### src/sv/smrq_pkg.sv
// Shared types and constants for the sorted message retransmit queue.
// Used by smrq_cell and sorted_message_retransmit_queue; no dependencies.
package smrq_pkg;

    localparam int CAPACITY          = 10;
    localparam int MAX_PAYLOAD_BYTES = 8;
    localparam int CNT_W             = $clog2(CAPACITY + 1);

    typedef enum logic [2:0] {
        OP_PUSH_ACK     = 3'd0,
        OP_INSERT_NEW   = 3'd1,
        OP_INSERT_GIVEN = 3'd2,
        OP_PURGE        = 3'd3,
        OP_QUERY        = 3'd4,
        OP_POP          = 3'd5
    } op_t;

    typedef enum logic [1:0] {
        CELL_HOLD,
        CELL_INSERT,
        CELL_POP,
        CELL_DROP_ACK
    } cell_op_t;

    typedef enum logic [1:0] {
        ST_IDLE,
        ST_EXEC,
        ST_PURGE
    } state_t;

    typedef struct packed {
        logic        kind;
        logic [7:0]  serial;
        logic [3:0]  length;
        logic [63:0] payload;
    } entry_t;

    typedef struct packed {
        cell_op_t op;
        logic     force_head;
        entry_t   new_entry;
    } cell_ctrl_t;

    typedef struct packed {
        logic [2:0]  operation;
        logic        msg_kind;
        logic [7:0]  msg_serial;
        logic [3:0]  msg_length;
        logic [63:0] msg_payload;
        logic [3:0]  query_index;
    } cmd_t;

    typedef struct packed {
        logic        success;
        logic [3:0]  entry_count;
        logic        out_kind;
        logic [7:0]  out_serial;
        logic [3:0]  out_length;
        logic [63:0] out_payload;
    } rsp_t;

endpackage

### src/sv/smrq_cell.sv
// One slot of the ordered store; shifts toward either neighbor or takes a new entry.
// Depends on smrq_pkg for the entry and control types.
module smrq_cell (
    input  logic                clk,
    input  smrq_pkg::cell_ctrl_t ctrl,
    input  logic                active,
    input  logic                at_tail,
    input  smrq_pkg::entry_t    left,
    input  smrq_pkg::entry_t    right,
    input  logic                hit_in,
    output logic                hit_out,
    output smrq_pkg::entry_t    entry
);

    smrq_pkg::entry_t entry_reg;
    smrq_pkg::entry_t entry_next;
    logic             hit;

    always_comb
    begin
        hit = 1'b0;
        case (ctrl.op)
            smrq_pkg::CELL_INSERT:
                hit = active && (ctrl.force_head || (entry_reg.serial < ctrl.new_entry.serial));
            smrq_pkg::CELL_DROP_ACK:
                hit = active && entry_reg.kind;
            default:
                hit = 1'b0;
        endcase
        hit_out = hit_in || hit;
    end

    always_comb
    begin
        entry_next = entry_reg;
        case (ctrl.op)
            smrq_pkg::CELL_INSERT:
            begin
                // everything past the insertion point moves one slot toward the tail
                if (hit_in)
                    entry_next = left;
                else if (hit || at_tail)
                    entry_next = ctrl.new_entry;
            end
            smrq_pkg::CELL_POP:
                entry_next = right;
            smrq_pkg::CELL_DROP_ACK:
            begin
                if (hit_in || hit)
                    entry_next = right;
            end
            default:
                entry_next = entry_reg;
        endcase
    end

    always_ff @(posedge clk)
    begin
        entry_reg <= entry_next;
    end

    assign entry = entry_reg;

endmodule

### src/sv/sorted_message_retransmit_queue.sv
// Top level of the sorted message retransmit queue: control, counters and the row of cells.
// Depends on smrq_pkg and smrq_cell.
//
// Usage:
//   A request enters on cmd (cmd_valid/cmd_ready) and exactly one response
//   leaves on rsp (rsp_valid/rsp_ready), in request order.
//   The store is a row of CAPACITY cells; inserts, pushes and pops move
//   every cell at once, with the insertion point found by a ripple of
//   compare flags along the row.
//   For push, inserts, query and pop the request is registered at acceptance;
//   the row and the response register update in the execute step, once the
//   response register is free. Purge removes one acknowledgement per cycle
//   and loads its response once none is left and the response register is free.
//   cmd_ready is high only while no request is in progress, so a new request
//   is not taken before the last one has left its execute or purge step.
//   A finished response waits in its register while the next request is
//   taken; if rsp_ready stays low, the following request holds in its
//   execute step until the response register frees up.
//   Reset clears the entry count, the serial counter, rsp_valid and the control
//   state; slot contents are not cleared and are only ever read below the count.
module sorted_message_retransmit_queue (
    input  logic           clk,
    input  logic           rst_n,
    input  logic           cmd_valid,
    output logic           cmd_ready,
    input  smrq_pkg::cmd_t cmd,
    output logic           rsp_valid,
    input  logic           rsp_ready,
    output smrq_pkg::rsp_t rsp
);

    localparam int CNT_W = smrq_pkg::CNT_W;
    localparam int CAP   = smrq_pkg::CAPACITY;

    smrq_pkg::state_t     state_reg;
    smrq_pkg::state_t     state_next;
    smrq_pkg::cmd_t       req_reg;
    logic [CNT_W-1:0]     count_reg;
    logic [CNT_W-1:0]     count_next;
    logic [7:0]           serial_reg;
    logic [7:0]           serial_next;
    logic                 rsp_valid_reg;
    logic                 rsp_valid_next;
    smrq_pkg::rsp_t       rsp_reg;
    smrq_pkg::rsp_t       rsp_next;

    smrq_pkg::cell_ctrl_t ctrl;
    smrq_pkg::cell_op_t   cell_op;
    smrq_pkg::entry_t     cell_q [CAP];
    logic [CAP:0]         hit_chain;
    logic [CAP-1:0]       active;
    logic [CAP-1:0]       at_tail;

    smrq_pkg::op_t        op;
    logic                 is_known;
    logic                 full;
    logic                 empty;
    logic                 out_free;
    logic                 query_ok;
    logic [3:0]           len_sat;
    logic [63:0]          byte_mask;
    smrq_pkg::entry_t     query_entry;
    logic                 rsp_load;

    assign op       = smrq_pkg::op_t'(req_reg.operation);
    assign is_known = (req_reg.operation <= 3'(smrq_pkg::OP_POP));
    assign full     = (count_reg == CNT_W'(CAP));
    assign empty    = (count_reg == '0);
    assign out_free = !rsp_valid_reg || rsp_ready;
    assign query_ok = (8'(req_reg.query_index) < 8'(count_reg));

    // next state
    always_comb
    begin
        state_next = state_reg;
        unique case (state_reg)
            smrq_pkg::ST_IDLE:
            begin
                if (cmd_valid)
                    state_next = smrq_pkg::ST_EXEC;
            end
            smrq_pkg::ST_EXEC:
            begin
                if (is_known && (op == smrq_pkg::OP_PURGE))
                    state_next = smrq_pkg::ST_PURGE;
                else if (out_free)
                    state_next = smrq_pkg::ST_IDLE;
            end
            smrq_pkg::ST_PURGE:
            begin
                if (!hit_chain[CAP] && out_free)
                    state_next = smrq_pkg::ST_IDLE;
            end
            default:
                state_next = smrq_pkg::ST_IDLE;
        endcase
    end

    // outputs of the state machine
    always_comb
    begin
        cmd_ready = 1'b0;
        cell_op   = smrq_pkg::CELL_HOLD;
        rsp_load  = 1'b0;
        unique case (state_reg)
            smrq_pkg::ST_IDLE:
                cmd_ready = 1'b1;
            smrq_pkg::ST_EXEC:
            begin
                if (out_free && is_known && (op != smrq_pkg::OP_PURGE))
                begin
                    rsp_load = 1'b1;
                    case (op)
                        smrq_pkg::OP_PUSH_ACK, smrq_pkg::OP_INSERT_NEW,
                        smrq_pkg::OP_INSERT_GIVEN:
                            cell_op = full ? smrq_pkg::CELL_HOLD : smrq_pkg::CELL_INSERT;
                        smrq_pkg::OP_POP:
                            cell_op = empty ? smrq_pkg::CELL_HOLD : smrq_pkg::CELL_POP;
                        default:
                            cell_op = smrq_pkg::CELL_HOLD;
                    endcase
                end
                else if (out_free && !is_known)
                    rsp_load = 1'b1;
            end
            smrq_pkg::ST_PURGE:
            begin
                cell_op  = smrq_pkg::CELL_DROP_ACK;
                rsp_load = !hit_chain[CAP] && out_free;
            end
            default:
                cmd_ready = 1'b0;
        endcase
    end

    // new entry for the row
    always_comb
    begin
        len_sat = (req_reg.msg_length > 4'(smrq_pkg::MAX_PAYLOAD_BYTES))
                  ? 4'(smrq_pkg::MAX_PAYLOAD_BYTES) : req_reg.msg_length;
        for (int b = 0; b < 8; b++)
            byte_mask[8*b +: 8] = {8{(4'(b) < len_sat)}};

        ctrl.op         = cell_op;
        ctrl.force_head = (op == smrq_pkg::OP_PUSH_ACK);
        ctrl.new_entry.kind    = req_reg.msg_kind;
        ctrl.new_entry.serial  = req_reg.msg_serial;
        ctrl.new_entry.length  = len_sat;
        ctrl.new_entry.payload = req_reg.msg_payload & byte_mask;
        case (op)
            smrq_pkg::OP_PUSH_ACK:
            begin
                ctrl.new_entry.kind    = 1'b1;
                ctrl.new_entry.serial  = 8'd0;
                ctrl.new_entry.length  = 4'd1;
                ctrl.new_entry.payload = {56'd0, req_reg.msg_serial};
            end
            smrq_pkg::OP_INSERT_NEW:
            begin
                ctrl.new_entry.kind   = 1'b0;
                ctrl.new_entry.serial = serial_reg;
            end
            default:
                ctrl.new_entry.kind = req_reg.msg_kind;
        endcase
    end

    // query select
    always_comb
    begin
        query_entry = '0;
        for (int i = 0; i < CAP; i++)
        begin
            if (8'(req_reg.query_index) == 8'(i))
                query_entry = cell_q[i];
        end
    end

    // counters and response
    always_comb
    begin
        count_next  = count_reg;
        serial_next = serial_reg;
        case (ctrl.op)
            smrq_pkg::CELL_INSERT:
            begin
                count_next = count_reg + CNT_W'(1);
                if (op == smrq_pkg::OP_INSERT_NEW)
                    serial_next = serial_reg + 8'd1;
            end
            smrq_pkg::CELL_POP:
                count_next = count_reg - CNT_W'(1);
            smrq_pkg::CELL_DROP_ACK:
            begin
                if (hit_chain[CAP])
                    count_next = count_reg - CNT_W'(1);
            end
            default:
                count_next = count_reg;
        endcase

        rsp_next             = '0;
        rsp_next.entry_count = 4'(count_next);
        if (is_known)
        begin
            case (op)
                smrq_pkg::OP_PUSH_ACK, smrq_pkg::OP_INSERT_NEW, smrq_pkg::OP_INSERT_GIVEN:
                    rsp_next.success = !full;
                smrq_pkg::OP_PURGE:
                    rsp_next.success = 1'b1;
                smrq_pkg::OP_QUERY:
                begin
                    if (query_ok)
                    begin
                        rsp_next.success     = 1'b1;
                        rsp_next.out_kind    = query_entry.kind;
                        rsp_next.out_serial  = query_entry.serial;
                        rsp_next.out_length  = query_entry.length;
                        rsp_next.out_payload = query_entry.payload;
                    end
                end
                smrq_pkg::OP_POP:
                begin
                    if (!empty)
                    begin
                        rsp_next.success     = 1'b1;
                        rsp_next.out_kind    = cell_q[0].kind;
                        rsp_next.out_serial  = cell_q[0].serial;
                        rsp_next.out_length  = cell_q[0].length;
                        rsp_next.out_payload = cell_q[0].payload;
                    end
                end
                default:
                    rsp_next.success = 1'b0;
            endcase
        end

        rsp_valid_next = rsp_valid_reg;
        if (rsp_ready)
            rsp_valid_next = 1'b0;
        if (rsp_load)
            rsp_valid_next = 1'b1;
    end

    // row of cells
    assign hit_chain[0] = 1'b0;

    for (genvar i = 0; i < CAP; i++)
    begin : g_cell
        assign active[i]  = (CNT_W'(i) < count_reg);
        assign at_tail[i] = (CNT_W'(i) == count_reg);

        smrq_cell u_cell (
            .clk     (clk),
            .ctrl    (ctrl),
            .active  (active[i]),
            .at_tail (at_tail[i]),
            .left    ((i == 0) ? ctrl.new_entry : cell_q[(i == 0) ? 0 : i - 1]),
            .right   ((i == CAP - 1) ? cell_q[i] : cell_q[(i == CAP - 1) ? i : i + 1]),
            .hit_in  (hit_chain[i]),
            .hit_out (hit_chain[i+1]),
            .entry   (cell_q[i])
        );
    end

    always_ff @(posedge clk or negedge rst_n)
    begin
        if (!rst_n)
        begin
            state_reg     <= smrq_pkg::ST_IDLE;
            count_reg     <= '0;
            serial_reg    <= '0;
            rsp_valid_reg <= 1'b0;
        end
        else
        begin
            state_reg     <= state_next;
            count_reg     <= count_next;
            serial_reg    <= serial_next;
            rsp_valid_reg <= rsp_valid_next;
        end
    end

    always_ff @(posedge clk)
    begin
        if (cmd_valid && cmd_ready)
            req_reg <= cmd;
        if (rsp_load)
            rsp_reg <= rsp_next;
    end

    assign rsp_valid = rsp_valid_reg;
    assign rsp       = rsp_reg;

endmodule
### config.mk
export PLATFORM = sky130hd
export DESIGN_NAME = sorted_message_retransmit_queue
export DESIGN_NICKNAME = d
export VERILOG_FILES = /design/src/sv/smrq_pkg.sv /design/src/sv/smrq_cell.sv /design/src/sv/sorted_message_retransmit_queue.sv
export SDC_FILE = /design/constraint.sdc
export NUM_CORES = 2
export LEC_CHECK = 0
export BUFFER_PORTS_ARGS = -buffer_cell sky130_fd_sc_hd__buf_2
export CORE_UTILIZATION = 55
export DETAILED_ROUTE_END_ITERATION = 16
export GPL_TIMING_DRIVEN = 1
export PLACE_DENSITY_LB_ADDON = 0.15
export SYNTH_ARGS = -nofsm -noshare
export SYNTH_HDL_FRONTEND = slang
export SYNTH_HIERARCHICAL = 1
export SYNTH_SLANG_ARGS = --single-unit
### constraint.sdc
create_clock -name clk -period 13.95 [get_ports clk]
set_input_delay 2.79 -clock clk [delete_from_list [all_inputs] [get_ports clk]]
set_output_delay 2.79 -clock clk [all_outputs]
set_load 0.1 [all_outputs]
==> qor.txt <==
Cell variety after synth: 76
Initial DRC Count: 6565
maxcap violations: 0
slew at the pin with the worst max-slew slack: 1.45 ns
Synth Flop Type: edfxtp_1
buffers added on ports: 171
hold_buf cts: 0
Overall Global Routing Usage: 0.347
antenna-violating nets left: 0
hold-critical path depth: 1
Finish-stage setup viols: 0
largest net degree at the start of global routing: 318
required time of the critical path: 14.26 ns
Worst-path clk slew: 0.06 ns
async set-reset flop share out of synthesis: 0.0158
Worst R2R Path Depth: 33
vias per cell: 6.62
row count: 116
number of synthesized flops with an enable pin: 936
starting density of the core: 0.557
min-delay worst type: flop to flop
critical path launch point type: primary input
Non-Filler Instances: 6732
Slew Viols, Final: 0
Peak VDD IR: 0.000189 V
H-tree level count: 3
Syn. warnings: 6
Layout area overhead: 9.17%
GPL Wtd Cong: 0.880
most frequent CP cell: o31ai_4
Synth Area in Adders: 0.0181
Final HPWL DP: 106000 µm
Post-CTS Setup Inserts: 0
Final TNS setup: 0 ns
layout cells sized above 1: 0.0971
max_slew headroom: 0.0274
DR pass1 iterations: 6
CTS tree: yes
first-pass GRT wire length: 269000 µm
P per Cell Area: 236 nW/µm²
number of flip-flops under the largest register name: 770
Hold Vio Cnt, Final: 0
Post-CTS Resized: 0
critical path capture point type: flop
crit path max fanout: 112
sequential area share after synthesis: 0.508
IO Pins: 172
xor/xnor cell area share of the yosys netlist: 0.00156
DIE HEIGHT: 321 µm
post-synthesis mux area share: 0.176
grt ovf: 0
DR DRC count: 0
vias in the first global route: 41232
root buffer cell: clkbuf_16
Synth Area in Compound Gates: 0.157
Syn Area/Cell: 10.5 µm²
WL per Instance: 27.3 µm
RSZ-0062 raised after global routing: false
full die area: 103000 µm²
clock sink count: 951
CP peak stage delay: 0.87 ns
P_leak: 22.7 nW
post-route clock period utilization: 0.771
clk buf depth: 3
Synth Area in Simple Gates: 0.0993
status: finished clean
fmax: 93.0 MHz
chip width: 321 µm
Clk Latency, worst-skew pair: 0.71 ns
layout net count: 5461
worst clock skew: 0.0375 ns
drt total wl: 184000 µm
slowest CP cell: buf_4
via count: 44598
Arr. time, crit path: 11.06 ns
cells after synthesis: 5327
combinational family with the most area after synthesis: multiplexers
Post-Syn Area: 56000 µm²
critical path class: primary input to flop
CTS Buf Count: 103
Core Footprint: 101000 µm²
minimum clock period: 10.75 ns
register bit total from synthesis: 951
initial antenna violation count: 5
dpl cells: 6544
Mapped Nets: 5496
==> cell families (layout without fill, tap and decap cells) <==
group,count (synthesis),count (layout)
XOR/XNOR,10,10
multiplexers,976,976
AND/OR/NAND/NOR,1300,1300
adder cells (fa/ha/maj),81,81
AO/OA/AOI/OAI,1486,1486
other,1,2
flip-flops,951,951
buffers and inverters,522,569
==> cells in the final DEF, fill, tap and decap left out, drive strengths merged, types with 17 or more instances in the layout <==
master	instances
nand3	26
o22ai	94
nor2b	26
mux2i	924
nor4	24
a211oi	55
o31ai	43
o21ai	871
nor3	31
ha	81
nand2	905
a21oi	132
mux2	52
buf	277
o211ai	22
and2	76
a211o	17
edfxtp	936
a22oi	25
clkbuf	122
o31a	20
nand2b	19
nor2	135
inv	104
a31oi	23
clkinv	51
a221oi	34
a221o	20
a2bb2oi	19
==> synthesized netlist by cell type (all sizes together) (7+ instances only) <==
cell	count	area, µm²
a211o	17	149
a211oi	55	413
a21o	10	75.1
a21oi	132	661
a221o	20	200
a221oi	34	298
a22o	15	131
a22oi	25	188
a2bb2oi	19	166
a31oi	23	144
and2	76	475
and3	12	75.1
buf	227	1150
clkbuf	190	713
dfrtp	15	375
edfxtp	936	28100
ha	81	1010
inv	102	383
mux2	52	586
mux2i	924	9250
nand2	905	3400
nand2b	19	119
nand3	26	130
nor2	135	514
nor2b	26	170
nor3	31	170
nor4	24	150
o2111ai	10	87.6
o211ai	22	165
o21a	10	75.1
o21ai	871	4360
o21bai	8	60.1
o221ai	13	114
o22a	9	78.8
o22ai	94	588
o31a	20	175
o31ai	43	323
or3b	13	114
or4	10	75.1
xnor2	7	61.3
==> path summary, 6_finish.rpt <==
kind	from	slack [ns]	to
max in group asynchronous	rst_n	11.67	count_reg[3]
min in group asynchronous	rst_n	2.01	serial_reg[1]
worst max-delay path	rsp_ready	3.20	g_cell[8].u_cell/entry[12]
worst max register to register	count_reg[1]	4.09	g_cell[9].u_cell/entry[19]
worst min-delay path	serial_reg[7]	0.48	serial_reg[7]
worst min register to register	serial_reg[7]	0.48	serial_reg[7]
==> critical path: cells and delay by family <==
| family | cells | cell delay, ns |
|---|---|---|
| and+or+nand+nor | 1 | 0.58 |
| AOI/OAI and AO/OA | 19 | 2.73 |
| buffers and inverters | 9 | 4.82 |
==> layer usage <==
layer  global-route usage  up-vias  routed length [µm]
met5                    0        -                  26
met4                0.140        4                8480
met2                0.533     2674               81300
met3               0.0652      483               20800
li1                     -    19834                   -
met1                0.486    21603               73000
==> where the power goes <==
group          internal [W]  leakage (nW)  switching [W]
Sequential          0.00480          8.85       0.000748
Combinational       0.00192          12.3        0.00427
Clock               0.00152          1.56        0.00119
Total               0.00824          22.7        0.00621
==> layout make-up <==
| class | count | area, µm² |
|---|---|---|
| clock inverter | 65 | 549 |
| multi-input combinational | 3854 | 25700 |
| fill | 8362 | 39400 |
| antenna | 1 | 2.50 |
| timing repair buffer | 277 | 1710 |
| sequential | 951 | 28500 |
| tap | 1357 | 1700 |
| inverter | 105 | 395 |
| clock buffer | 122 | 2670 |
==> stage by stage <==
stage                     instance area, µm²  setup slack, ns  hold slack (ns)  power, W   util
after detailed placement               58000             2.56            0.462    0.0116  0.576
final                                  61200             3.20            0.480    0.0144  0.608
after global routing                   61200             2.81            0.497    0.0150  0.608
after floorplan                        56100            0.293            0.442   0.00977      -
after global placement                 58000             2.62            0.464    0.0115  0.576
after CTS                              61200             3.28            0.474    0.0143  0.608
Power figures use the tool's default switching activity.
